<file path="src/hw/rtl/cptp_pkg.sv">
// shared types, constants and the sequencer microprogram for the task picker
// no dependencies; imported by cptp_seq, cptp_dp, the core and the bench
package cptp_pkg;

	localparam int MAX_TASKS_DEF = 64;

	// command codes
	localparam logic CMD_WRITE = 1'b0;
	localparam logic CMD_SCHED = 1'b1;

	typedef struct packed {
		logic       command;
		logic [5:0] task_index;
		logic       task_present;
		logic       task_started;
		logic [6:0] task_priority;
		logic [7:0] task_counter;
	} cmd_t;

	typedef struct packed {
		logic [5:0] chosen_task;
		logic       switched;
		logic       none_runnable;
		logic       recomputed;
	} res_t;

	// one task table entry as stored in the ram
	typedef struct packed {
		logic       present;
		logic       started;
		logic [6:0] prio;
		logic [7:0] counter;
	} slot_t;

	localparam int SLOT_W = $bits(slot_t);
	localparam slot_t SLOT_RESET = '{present: 1'b0, started: 1'b0,
		prio: 7'd1, counter: 8'd0};

	// microprogram addresses
	typedef logic [2:0] step_t;
	localparam step_t ST_IDLE   = 3'd0;
	localparam step_t ST_SCAN   = 3'd1;
	localparam step_t ST_CHECK  = 3'd2;
	localparam step_t ST_EMIT   = 3'd3;
	localparam step_t ST_RINIT  = 3'd4;
	localparam step_t ST_RECOMP = 3'd5;
	localparam step_t ST_RESCAN = 3'd6;

	typedef enum logic [2:0] {
		J_NEXT,    // fall through
		J_ALWAYS,  // go to target
		J_START,   // go to target on a schedule beat, else hold
		J_LOOP,    // hold while slots remain, else fall through
		J_RECOMP,  // go to target when a started task exists, all started counters are zero and no recompute has run yet
		J_OUT      // go to target once the result register is free
	} jcond_t;

	typedef struct packed {
		logic   idle;
		logic   clr_i;
		logic   scan;
		logic   eval;
		logic   wback;
		logic   clr_best;
		logic   set_recomp;
		logic   clr_recomp;
		logic   emit;
		jcond_t jcond;
		step_t  target;
	} ctrl_word_t;

	typedef struct packed {
		logic more;
		logic need_recomp;
		logic out_free;
	} status_t;

	localparam ctrl_word_t CW_NOP = '{idle: 1'b0, clr_i: 1'b0, scan: 1'b0,
		eval: 1'b0, wback: 1'b0, clr_best: 1'b0, set_recomp: 1'b0,
		clr_recomp: 1'b0, emit: 1'b0, jcond: J_ALWAYS, target: ST_IDLE};

	function automatic ctrl_word_t ucode_rom(step_t s);
		ctrl_word_t w;
		w = CW_NOP;
		case (s)
			ST_IDLE: begin
				w.idle       = 1'b1;
				w.clr_i      = 1'b1;
				w.clr_best   = 1'b1;
				w.clr_recomp = 1'b1;
				w.jcond      = J_START;
				w.target     = ST_SCAN;
			end
			ST_SCAN: begin
				w.scan  = 1'b1;
				w.eval  = 1'b1;
				w.jcond = J_LOOP;
			end
			ST_CHECK: begin
				w.jcond  = J_RECOMP;
				w.target = ST_RINIT;
			end
			ST_EMIT: begin
				w.emit   = 1'b1;
				w.jcond  = J_OUT;
				w.target = ST_IDLE;
			end
			ST_RINIT: begin
				w.clr_i      = 1'b1;
				w.set_recomp = 1'b1;
				w.jcond      = J_NEXT;
			end
			ST_RECOMP: begin
				w.scan  = 1'b1;
				w.wback = 1'b1;
				w.jcond = J_LOOP;
			end
			ST_RESCAN: begin
				w.clr_i    = 1'b1;
				w.clr_best = 1'b1;
				w.jcond    = J_ALWAYS;
				w.target   = ST_SCAN;
			end
			default: begin
				w = CW_NOP;
			end
		endcase
		return w;
	endfunction

endpackage

</file>
<file path="src/hw/rtl/cptp_ram.sv">
// generic single write port, single read port ram with registered read data
// no dependencies
module cptp_ram #(
	parameter int WIDTH = 8,
	parameter int DEPTH = 64
) (
	input  logic                     clk,
	input  logic                     we,
	input  logic [$clog2(DEPTH)-1:0] waddr,
	input  logic [WIDTH-1:0]         wdata,
	input  logic                     re,
	input  logic [$clog2(DEPTH)-1:0] raddr,
	output logic [WIDTH-1:0]         rdata
);

	logic [WIDTH-1:0] mem_q [DEPTH];

	always_ff @(posedge clk) begin
		if (we) begin
			mem_q[waddr] <= wdata;
		end
		if (re) begin
			rdata <= mem_q[raddr];
		end
	end

endmodule

</file>
<file path="src/hw/rtl/cptp_seq.sv">
// microcode sequencer: step counter, control rom and jump logic
// depends on cptp_pkg
module cptp_seq
	import cptp_pkg::*;
(
	input  logic       clk,
	input  logic       arst_n,
	input  logic       start,
	input  status_t    st,
	output ctrl_word_t cw
);

	step_t upc_q;
	step_t upc_nxt;

	assign cw = ucode_rom(upc_q);

	always_comb begin
		upc_nxt = upc_q + 3'd1;
		case (cw.jcond)
			J_NEXT:   upc_nxt = upc_q + 3'd1;
			J_ALWAYS: upc_nxt = cw.target;
			J_START:  upc_nxt = start ? cw.target : upc_q;
			J_LOOP:   upc_nxt = st.more ? upc_q : upc_q + 3'd1;
			J_RECOMP: upc_nxt = st.need_recomp ? cw.target : upc_q + 3'd1;
			J_OUT:    upc_nxt = st.out_free ? cw.target : upc_q;
			default:  upc_nxt = ST_IDLE;
		endcase
	end

	always_ff @(posedge clk or negedge arst_n) begin
		if (!arst_n) begin
			upc_q <= ST_IDLE;
		end else begin
			upc_q <= upc_nxt;
		end
	end

endmodule

</file>
<file path="src/hw/rtl/cptp_dp.sv">
// datapath: task table ram with valid bits, slot pointer, best-candidate
// registers, counter recompute and the result register; depends on cptp_pkg, cptp_ram
module cptp_dp
	import cptp_pkg::*;
#(
	parameter int MAX_TASKS = MAX_TASKS_DEF
) (
	input  logic       clk,
	input  logic       arst_n,
	input  ctrl_word_t cw,
	input  cmd_t       cmd,
	input  logic       slot_we,
	input  logic [6:0] active_tasks,
	output status_t    st,
	output logic       res_valid,
	input  logic       res_ready,
	output res_t       res
);

	localparam int IDX_W = $clog2(MAX_TASKS);
	localparam int CTR_W = ($clog2(MAX_TASKS + 1) > 7) ? $clog2(MAX_TASKS + 1) : 7;

	logic [CTR_W-1:0]     scan_i_q;
	logic [CTR_W-1:0]     limit;
	logic                 more;
	logic                 rd_en;
	logic [IDX_W-1:0]     rd_addr;
	logic                 wr_ok;
	logic [IDX_W-1:0]     wr_idx;
	logic                 ram_we;
	logic [IDX_W-1:0]     ram_waddr;
	logic [SLOT_W-1:0]    ram_wdata;
	logic [SLOT_W-1:0]    ram_rdata;
	logic [MAX_TASKS-1:0] valid_q;
	logic                 rd_vld_s1;
	logic                 pipe_v_s1;
	logic [IDX_W-1:0]     pipe_idx_s1;
	slot_t                entry;
	slot_t                wb_entry;
	logic                 cand;
	logic                 better;
	logic [8:0]           half_sum;
	logic                 wb_en;
	logic                 found_q;
	logic [7:0]           best_cnt_q;
	logic [IDX_W-1:0]     best_idx_q;
	logic                 recomp_q;
	logic [IDX_W-1:0]     current_q;
	logic [IDX_W-1:0]     chosen;
	logic                 out_free;
	logic                 emit_go;
	logic                 res_valid_q;
	res_t                 res_q;

	// scan range is the register clipped to the table size
	assign limit = (CTR_W'(active_tasks) > CTR_W'(MAX_TASKS)) ?
		CTR_W'(MAX_TASKS) : CTR_W'(active_tasks);
	assign more    = scan_i_q < limit;
	assign rd_en   = cw.scan & more;
	assign rd_addr = scan_i_q[IDX_W-1:0];

	assign wr_ok  = slot_we && (32'(cmd.task_index) < 32'(MAX_TASKS));
	assign wr_idx = IDX_W'(cmd.task_index);

	// never-written entries read as the reset entry
	assign entry = rd_vld_s1 ? slot_t'(ram_rdata) : SLOT_RESET;
	assign cand  = pipe_v_s1 & entry.present & entry.started;
	assign better = cand && (!found_q || (entry.counter > best_cnt_q));

	assign half_sum = 9'(entry.counter >> 1) + 9'(entry.prio);
	always_comb begin
		wb_entry = entry;
		wb_entry.counter = half_sum[8] ? 8'hFF : half_sum[7:0];
	end
	assign wb_en = cw.wback & pipe_v_s1 & entry.present;

	// write commands only arrive at the idle step, write-backs only during recompute
	assign ram_we    = wr_ok | wb_en;
	assign ram_waddr = wb_en ? pipe_idx_s1 : wr_idx;
	assign ram_wdata = wb_en ? SLOT_W'(wb_entry) :
		SLOT_W'({cmd.task_present, cmd.task_started, cmd.task_priority, cmd.task_counter});

	cptp_ram #(
		.WIDTH (SLOT_W),
		.DEPTH (MAX_TASKS)
	) u_table (
		.clk   (clk),
		.we    (ram_we),
		.waddr (ram_waddr),
		.wdata (ram_wdata),
		.re    (rd_en),
		.raddr (rd_addr),
		.rdata (ram_rdata)
	);

	assign out_free = !res_valid_q | res_ready;
	assign emit_go  = cw.emit & out_free;
	assign chosen   = found_q ? best_idx_q : '0;

	assign st.more        = more;
	assign st.need_recomp = found_q && (best_cnt_q == 8'd0) && !recomp_q;
	assign st.out_free    = out_free;

	always_ff @(posedge clk or negedge arst_n) begin
		if (!arst_n) begin
			valid_q     <= '0;
			scan_i_q    <= '0;
			pipe_v_s1   <= 1'b0;
			found_q     <= 1'b0;
			recomp_q    <= 1'b0;
			current_q   <= '0;
			res_valid_q <= 1'b0;
		end else begin
			if (wr_ok) begin
				valid_q[wr_idx] <= 1'b1;
			end
			if (cw.clr_i) begin
				scan_i_q <= '0;
			end else if (rd_en) begin
				scan_i_q <= scan_i_q + CTR_W'(1);
			end
			pipe_v_s1 <= rd_en;
			if (cw.clr_best) begin
				found_q <= 1'b0;
			end else if (cw.eval && better) begin
				found_q <= 1'b1;
			end
			if (cw.clr_recomp) begin
				recomp_q <= 1'b0;
			end else if (cw.set_recomp) begin
				recomp_q <= 1'b1;
			end
			if (emit_go) begin
				current_q   <= chosen;
				res_valid_q <= 1'b1;
			end else if (res_ready) begin
				res_valid_q <= 1'b0;
			end
		end
	end

	always_ff @(posedge clk) begin
		if (rd_en) begin
			rd_vld_s1   <= valid_q[rd_addr];
			pipe_idx_s1 <= rd_addr;
		end
		if (cw.eval && better) begin
			best_cnt_q <= entry.counter;
			best_idx_q <= pipe_idx_s1;
		end
		if (emit_go) begin
			res_q.chosen_task   <= 6'(chosen);
			res_q.switched      <= chosen != current_q;
			res_q.none_runnable <= !found_q;
			res_q.recomputed    <= recomp_q;
		end
	end

	assign res_valid = res_valid_q;
	assign res       = res_q;

endmodule

</file>
<file path="src/hw/rtl/counter_priority_task_picker_core.sv">
// Counter/priority task picker. A write beat (command 0) loads one task table slot. A
// schedule beat (command 1) sweeps slots 0 .. n-1, n being active_tasks clipped to
// MAX_TASKS, one slot per cycle through the single read port of the table ram, and returns
// the started task with the largest counter (lowest index on a tie). When every started
// counter is zero, the counters are recomputed (counter/2 + priority, saturated at 255)
// before a second sweep. The table reads as empty after reset; no clearing pass is needed.
// Write beats are taken while a result still waits in the output register; a schedule beat
// is taken only when the sequencer is idle.
// depends on cptp_pkg, cptp_seq, cptp_dp, cptp_ram
module counter_priority_task_picker_core
	import cptp_pkg::*;
#(
	parameter int MAX_TASKS = MAX_TASKS_DEF
) (
	input  logic       clk,
	input  logic       arst_n,
	input  logic       cmd_valid,
	output logic       cmd_ready,
	input  cmd_t       cmd,
	output logic       res_valid,
	input  logic       res_ready,
	output res_t       res,
	input  logic       cfg_we,
	input  logic [6:0] cfg_wdata
);

	ctrl_word_t cw;
	status_t    st;
	logic       start;
	logic       slot_we;
	logic [6:0] active_q;

	assign cmd_ready = cw.idle;
	assign start     = cmd_valid & (cmd.command == CMD_SCHED);
	assign slot_we   = cmd_valid & cw.idle & (cmd.command == CMD_WRITE);

	always_ff @(posedge clk or negedge arst_n) begin
		if (!arst_n) begin
			active_q <= 7'd1;
		end else if (cfg_we) begin
			active_q <= cfg_wdata;
		end
	end

	cptp_seq u_seq (
		.clk    (clk),
		.arst_n (arst_n),
		.start  (start),
		.st     (st),
		.cw     (cw)
	);

	cptp_dp #(
		.MAX_TASKS (MAX_TASKS)
	) u_dp (
		.clk          (clk),
		.arst_n       (arst_n),
		.cw           (cw),
		.cmd          (cmd),
		.slot_we      (slot_we),
		.active_tasks (active_q),
		.st           (st),
		.res_valid    (res_valid),
		.res_ready    (res_ready),
		.res          (res)
	);

endmodule

</file>
<file path="config.mk">
export PLATFORM = sky130hd
export DESIGN_NAME = counter_priority_task_picker_core
export DESIGN_NICKNAME = d
export VERILOG_FILES = /design/src/hw/rtl/cptp_pkg.sv /design/src/hw/rtl/cptp_ram.sv /design/src/hw/rtl/cptp_seq.sv /design/src/hw/rtl/cptp_dp.sv /design/src/hw/rtl/counter_priority_task_picker_core.sv
export SDC_FILE = /design/constraint.sdc
export NUM_CORES = 1
export LEC_CHECK = 0
export BUFFER_PORTS_ARGS = -buffer_cell sky130_fd_sc_hd__buf_2
export CAP_MARGIN = 15
export CELL_PAD_IN_SITES_DETAIL_PLACEMENT = 1
export CELL_PAD_IN_SITES_GLOBAL_PLACEMENT = 1
export CORE_AREA = 2 2 315 317
export CTS_CLUSTER_SIZE = 30
export DETAILED_ROUTE_END_ITERATION = 6
export DIE_AREA = 0 0 317 319
export PLACE_DENSITY_LB_ADDON = 0.1
export SYNTH_ARGS = -nofsm -noshare
export SYNTH_HDL_FRONTEND = slang
export SYNTH_SLANG_ARGS = --single-unit
</file>
<file path="constraint.sdc">
create_clock -name clk -period 6.7 [get_ports clk]
set_input_delay 0.67 -clock clk [delete_from_list [all_inputs] [get_ports clk]]
set_output_delay 0.67 -clock clk [all_outputs]
set_load 0.01 [all_outputs]
</file>
==> metrics.yaml, run 1 <==
p_int_uw: 14100
cts_setup_buffers: 0
rsz0062_at_grt: "false"
wl_mm: 127
overflow: 0
powerDensity_nw_per_um2: 356
critical_path.max_stage_delay_ns: 0.99
finish.net_count: 2600
grt_max_degree: 114
synthArstFlopShare_pct: 7.42
synthCells: 2412
start_util_pct: 49.5
h-tree-depth: 4
post-synth-top-area-cell: "edfxtp_1"
wire_per_inst_um: 32.3
timing.rr.start: "u_seq.upc_q[1]"
drive_above_1_share_pct: 24.9
yosysWarnings: 0
firstDrtPassIters: 5
die_x_um: 317
syn_to_final_growth_pct: 12.6
core_um2: 97700
grt_pass1_vias: 25698
layout_common_cells: "1135 x edfxtp_1, 269 x mux4_2, 134 x clkbuf_16"
hold_viol: 0
portBuffers: 46
seq_area_um2: 36400
finalPower_uw: 19400
tns_ns: 0
multiInputGateArea_um2: 11400
critPathKind: "register to register"
hold_depth: 3
worst_pin_slew_ns: 1.12
hold_end: "active_q[6]"
clockPowerShare_pct: 35.8
cts_tree: "done"
synth_top_area_share_pct: 70.5
cts_root_buf: "clkbuf_16"
p_sw_uw: 5260
pre_cts_ws_ns: 2.62
combPwrFrac_pct: 18.4
path_cells: "inv_1 > ha_1 > nand2b_1 > nor3b_2 > and2_1 > nand3b_1 > and2_1 > nor2_2"
finalMaxSlewViolations: 0
synth_area_um2: 48400
crit_cells: 8
n_fill_cell: 8367
antenna_found_initial: 5
die_area_um2: 101000
skew_ns: 0.0289
path_clk_slew_ns: 0.06
grt.total_usage_pct: 25.7
reg2reg_to: "u_dp.u_table.mem_q[59][3]"
cts_sinks: 1226
drc: 0
vdd_drop_max_mv: 0.320
p_leak_uw: 0.0175
critPathBufInv: 1
ys_seq_area_share_pct: 75.2
max-clock-path-buffers: 3
reg2regPathDepth: 8
cp.required_ns: 7.04
path_common_cell: "and2_1"
place_congestion: 0.806
synth_flop_cell: "edfxtp_1"
numCtsBuffers: 130
critPathMaxFanout: 17
yosysUniqueCellTypes: 62
hold_class: "primary input to register"
arrival_ns: 4.44
die_y_um: 319
end_kind: "register"
synth-seq-cells: 1226
vias: 24307
crit_path_top_delay_cell: "nor2_2"
status: "finished clean"
clk_latency_ns: 0.75
setup_viol: 0
drtIter0Drc: 2498
synth_area_per_cell_um2: 20.1
fin_ws_ns: 2.60
layout_min_cycle_time_ns: 4.10
period_share_pct: 61.3
max_slew_margin_pct: 25.3
vias_per_cell: 6.19
synth_area_leaders: "edfxtp_1 70%, mux4_2 13%, dfrtp_1 4.7%, mux2i_1 1.1%, nor2_1 0.81%"
hp-start: "cfg_wdata[6]"
io_pins: 47
path_delay_family: "simple AND/OR/NAND/NOR gates"
dp_hpwl_mm: 75.7
grt_pass1_wl_mm: 185
rows: 115
fmax_ghz: 0.244
seqPwrFrac_pct: 45.8
final_common_cell: "edfxtp_1"
postRouteAntennaNets: 0
syn-num-nets: 2478
drv_cap: 0
cp-start-kind: "register"
synth_edf_count: 1135
r2r_slack_ns: 2.60
switching_share_pct: 27.1
## flip-flops by register name (all words and copies together) (netlist names), 7 cells and up
signal,flops
active_q,7
u_dp.u_table.rdata,17
u_dp.valid_q,64
u_dp.best_cnt_q,8
u_dp.res,9
u_dp.scan_i_q,7
u_dp.u_table.mem_q,1088
## cells by family after synthesis
kind of cell	share of synthesized area, %
simple gates	3.19
fa+ha+maj	0.792
compound gates	4.45
buf+inv	1.68
flops	75.2
mux	14.5
xor+xnor	0.253
## worst max-delay path by stage
| stage | startpoint | endpoint | slack [ns] |
|---|---|---|---|
| floorplan | u_seq.upc_q[1] | u_dp.u_table.mem_q[0][6] | 0.32 |
| global placement | u_seq.upc_q[1] | u_dp.u_table.mem_q[27][0] | 2.76 |
| detailed placement | u_seq.upc_q[1] | u_dp.u_table.mem_q[59][4] | 2.62 |
| CTS | u_seq.upc_q[1] | u_dp.u_table.mem_q[59][2] | 2.61 |
| global route | u_seq.upc_q[0] | u_dp.u_table.mem_q[59][1] | 2.32 |
| finish | u_seq.upc_q[1] | u_dp.u_table.mem_q[59][3] | 2.60 |
## metal layers
layer | GRT usage [%] | part of all wire, % | up-vias | wire [um]
li1 | - | - | 10174 | -
met2 | 40.2 | 48 | 771 | 61400
met5 | 0 | 0.021 | - | 27
met3 | 4.79 | 6.0 | 170 | 7560
met1 | 37.1 | 43 | 13188 | 54700
met4 | 7.37 | 2.4 | 4 | 3080
## worst register-to-register path, stage by stage (launching register included)
cell      delay (ns)
dfrtp_1         0.41
inv_1           0.16
ha_1            0.28
nand2b_1        0.15
nor3b_2         0.39
and2_1          0.26
nand3b_1        0.40
and2_1          0.65
nor2_2          1.01
## cell usage after synthesis, types with 18 or more instances
library cell and instances:
a21o_1 22, a21oi_1 42, a221oi_1 22, a22oi_1 47
and2_1 18, buf_2 24, clkbuf_1 68, dfrtp_1 90
edfxtp_1 1135, ha_1 29, inv_1 31, mux2_2 26
mux2i_1 54, mux4_2 269, nand2_1 92, nand3_1 19
nor2_1 104, nor3_1 18, o21ai_0 36, o21bai_1 45
o22ai_1 20
## cell type report
| class | count | share of cell area [%] |
|---|---|---|
| Clock inverter | 71 | 1.12 |
| Inverter | 31 | 0.214 |
| Sequential cell | 1226 | 66.8 |
| Clock buffer | 163 | 6.37 |
| Tap cell | 1287 | 2.96 |
| Timing Repair Buffer | 118 | 1.60 |
| Multi-Input combinational cell | 1027 | 20.9 |
| Antenna cell | 3 | 0.0138 |
## per-stage QoR
stage / cells / cell area, um^2 / hold slack [ns] / util [%]
3_5_place_dp: 3687 / 50400 / 0.442 / 51.5
5_1_grt: 3923 / 54500 / 0.161 / 55.7
2_1_floorplan: 2412 / 48400 / 0.374 / -
4_1_cts: 3922 / 54400 / 0.131 / 55.7
6_report: 3926 / 54500 / 0.174 / 55.8
3_3_place_gp: 3687 / 50400 / 0.432 / 51.5
## power groups by stage
stage	sequential, uW	clock [uW]	combinational [uW]
after detailed placement	9040	0	3590
after global routing	8900	7340	3790
after floorplan	8850	0	2540
after global placement	9030	0	3540
after CTS	8880	7060	3600
final	8880	6950	3560
## what timing repair did
action                                 in CTS  in global routing
hold buffers                                1                  0
endpoints found under the hold margin      22                  0
resized for setup                           0                  0
No activity file was read; power rests on OpenSTA's default activity.
==> run 2, diff against run 1 <==
--- a/config.mk
+++ b/config.mk
@@ -5,6 +5,7 @@
 export SDC_FILE = /design/constraint.sdc
 export NUM_CORES = 1
 export LEC_CHECK = 0
+export ABC_AREA = 1
 export BUFFER_PORTS_ARGS = -buffer_cell sky130_fd_sc_hd__buf_2
 export CAP_MARGIN = 15
 export CELL_PAD_IN_SITES_DETAIL_PLACEMENT = 1
==> constraint.sdc (replaced) <==
create_clock -name clk -period 4 [get_ports clk]
set_input_delay 0.4 -clock clk [delete_from_list [all_inputs] [get_ports clk]]
set_output_delay 0.4 -clock clk [all_outputs]
set_load 0.01 [all_outputs]
==> metrics.yaml, run 2 <==
synth_top_area_share_pct: 67.4
p_leak_uw: 0.0206
vias: 34680
hold_class: "primary input to register"
yosysWarnings: 0
fin_hold_ws_ns: 0.0669
layout_common_cells: "1135 x edfxtp_1, 1080 x nor2_1, 634 x o21ai_0"
r2r_slack_ns: 0.72
core_um2: 97700
synth_area_um2: 50600
io_pins: 47
synth_edf_count: 1135
finalPower_uw: 35700
cts_root_buf: "clkbuf_16"
hp-start: "cfg_we"
top_register: "u_dp.u_table.mem_q"
final_common_cell: "edfxtp_1"
cp-start-kind: "register"
n_fill_cell: 9888
setup_viol: 0
h-tree-depth: 4
largest_reg_flops: 1088
drc: 0
post-synth-top-count-cell: "edfxtp_1"
cts_sinks: 1226
powerDensity_nw_per_um2: 620
end_kind: "register"
place_congestion: 0.868
arrival_ns: 3.67
portBuffers: 46
max-clock-path-buffers: 3
synth_area_per_cell_um2: 11.6
layout_min_cycle_time_ns: 3.28
reg_top3: "u_dp.u_table.mem_q x1088, u_dp.valid_q x64, u_dp.u_table.rdata x17"
rows: 115
ys_seq_area_share_pct: 71.9
hold_viol: 0
yosysUniqueCellTypes: 46
synth_area_leaders: "edfxtp_1 67%, nor2_1 8.0%, o21ai_0 6.4%, dfrtp_1 4.5%, nand2_1 3.6%"
n_antenna_cell: 0
post-synth-top-area-cell: "edfxtp_1"
vdd_drop_max_mv: 0.525
drv_cap: 0
period_share_pct: 81.9
worst_pin_slew_ns: 1.12
die_y_um: 319
skew_ns: 0.0322
vias_per_cell: 5.92
cp.required_ns: 4.40
die_x_um: 317
firstDrtPassIters: 5
grt_pass1_vias: 36143
start_util_pct: 51.8
critPathMaxFanout: 18
die_area_um2: 101000
postRouteAntennaNets: 0
status: "finished clean"
grt_max_degree: 117
reg2reg_to: "u_dp.u_table.mem_q[44][8]"
drtIter0Drc: 3200
grt.total_usage_pct: 30.4
rsz0062_at_grt: "false"
syn-num-nets: 4424
critPathKind: "register to register"
synthTopCellsByCount: "1135 x edfxtp_1, 1081 x nor2_1, 646 x o21ai_0, 479 x nand2_1, 189 x nand3_1"
path_clk_slew_ns: 0.06
synthCells: 4358
synthArstFlopShare_pct: 7.42
antenna_found_initial: 4
overflow: 0
wl_mm: 153
clk_latency_ns: 0.75
fmax_ghz: 0.305
hold_depth: 2
reg2regPathDepth: 12
cts_tree: "done"
finalMaxSlewViolations: 0
timing.rr.start: "u_seq.upc_q[1]"
wire_per_inst_um: 26.1
synth_flop_cell: "edfxtp_1"
numCtsBuffers: 133
synth-seq-cells: 1226
syn_to_final_growth_pct: 13.7
dp_hpwl_mm: 90.8
max_slew_margin_pct: 24.9
grt_pass1_wl_mm: 227
drive_above_1_share_pct: 9.87
finish.net_count: 4540
hold_end: "active_q[4]"
-- run 2: cells by family after synthesis --
kind of cell             share of synthesized area [%]
AO/OA/AOI/OAI                                     9.71
XOR/XNOR                                         0.191
adder cells (fa/ha/maj)                          0.757
buffers and inverters                             3.20
flip-flops                                        71.9
multiplexers                                     0.111
AND/OR/NAND/NOR                                   14.1
-- run 2: final cells by class --
cell class                      count  area, um^2  share of cell area (%)
Sequential cell                  1226       36400                    63.3
Multi-Input combinational cell   2733       12800                    22.2
Clock buffer                      166        3580                    6.23
Timing Repair Buffer              228        1970                    3.43
Tap cell                         1287        1610                    2.80
Clock inverter                     66         619                    1.08
Inverter                          152         586                    1.02
-- run 2: worst max-delay path, stage by stage (launching register included) --
cell	delay, ns
dfrtp_1	0.41
inv_1	0.13
ha_1	0.21
nand3_2	0.15
nor2_8	0.32
inv_2	0.10
or2_1	0.23
o21ai_2	0.13
inv_4	0.12
nor2_4	0.15
nand2_2	0.35
nor2_1	0.27
buf_4	0.34
-- run 2: repair_timing --
item / 4_1_cts / 5_1_grt
hold buffers: 13 / 0
setup buffers: 0 / 0
hold endpoints to repair: 45 / 0
gates resized for setup: 0 / 0
-- run 2: how the worst max path moves through the flow --
stage              startpoint                          to  cells after the start
2_1_floorplan  u_seq.upc_q[1]   u_dp.u_table.mem_q[0][12]                      8
3_3_place_gp   u_seq.upc_q[1]  u_dp.u_table.mem_q[19][14]                     11
3_5_place_dp   u_seq.upc_q[1]  u_dp.u_table.mem_q[44][15]                     12
4_1_cts        u_seq.upc_q[1]  u_dp.u_table.mem_q[44][12]                     12
5_1_grt        u_dp.rd_vld_s1   u_dp.u_table.mem_q[56][5]                     12
6_report       u_seq.upc_q[1]   u_dp.u_table.mem_q[44][8]                     12
-- run 2: through the flow --
stage | TNS, ns | cell area [um^2] | setup slack, ns | cells | util (%)
5_1_grt | 0 | 57500 | 0.584 | 5858 | 58.8
4_1_cts | 0 | 57500 | 0.745 | 5858 | 58.8
3_3_place_gp | 0 | 53200 | 0.916 | 5613 | 54.4
2_1_floorplan | -183.50 | 50600 | -0.575 | 4358 | -
6_report | 0 | 57500 | 0.725 | 5858 | 58.8
3_5_place_dp | 0 | 53200 | 0.790 | 5613 | 54.4
-- run 2: power breakdown --
| part | switching [uW] | leakage [uW] | internal [uW] | total [uW] |
|---|---|---|---|---|
| clock network | 5020 | 0.00205 | 6990 | 12000 |
| logic | 6470 | 0.00723 | 2460 | 8930 |
| registers | 281 | 0.0113 | 14500 | 14700 |
-- run 2: routing by layer --
layer	global-route usage, %	share of wire, %
met5	0	0.016
met4	13.0	4.1
met3	4.62	6.1
met2	50.7	49
met1	39.7	41
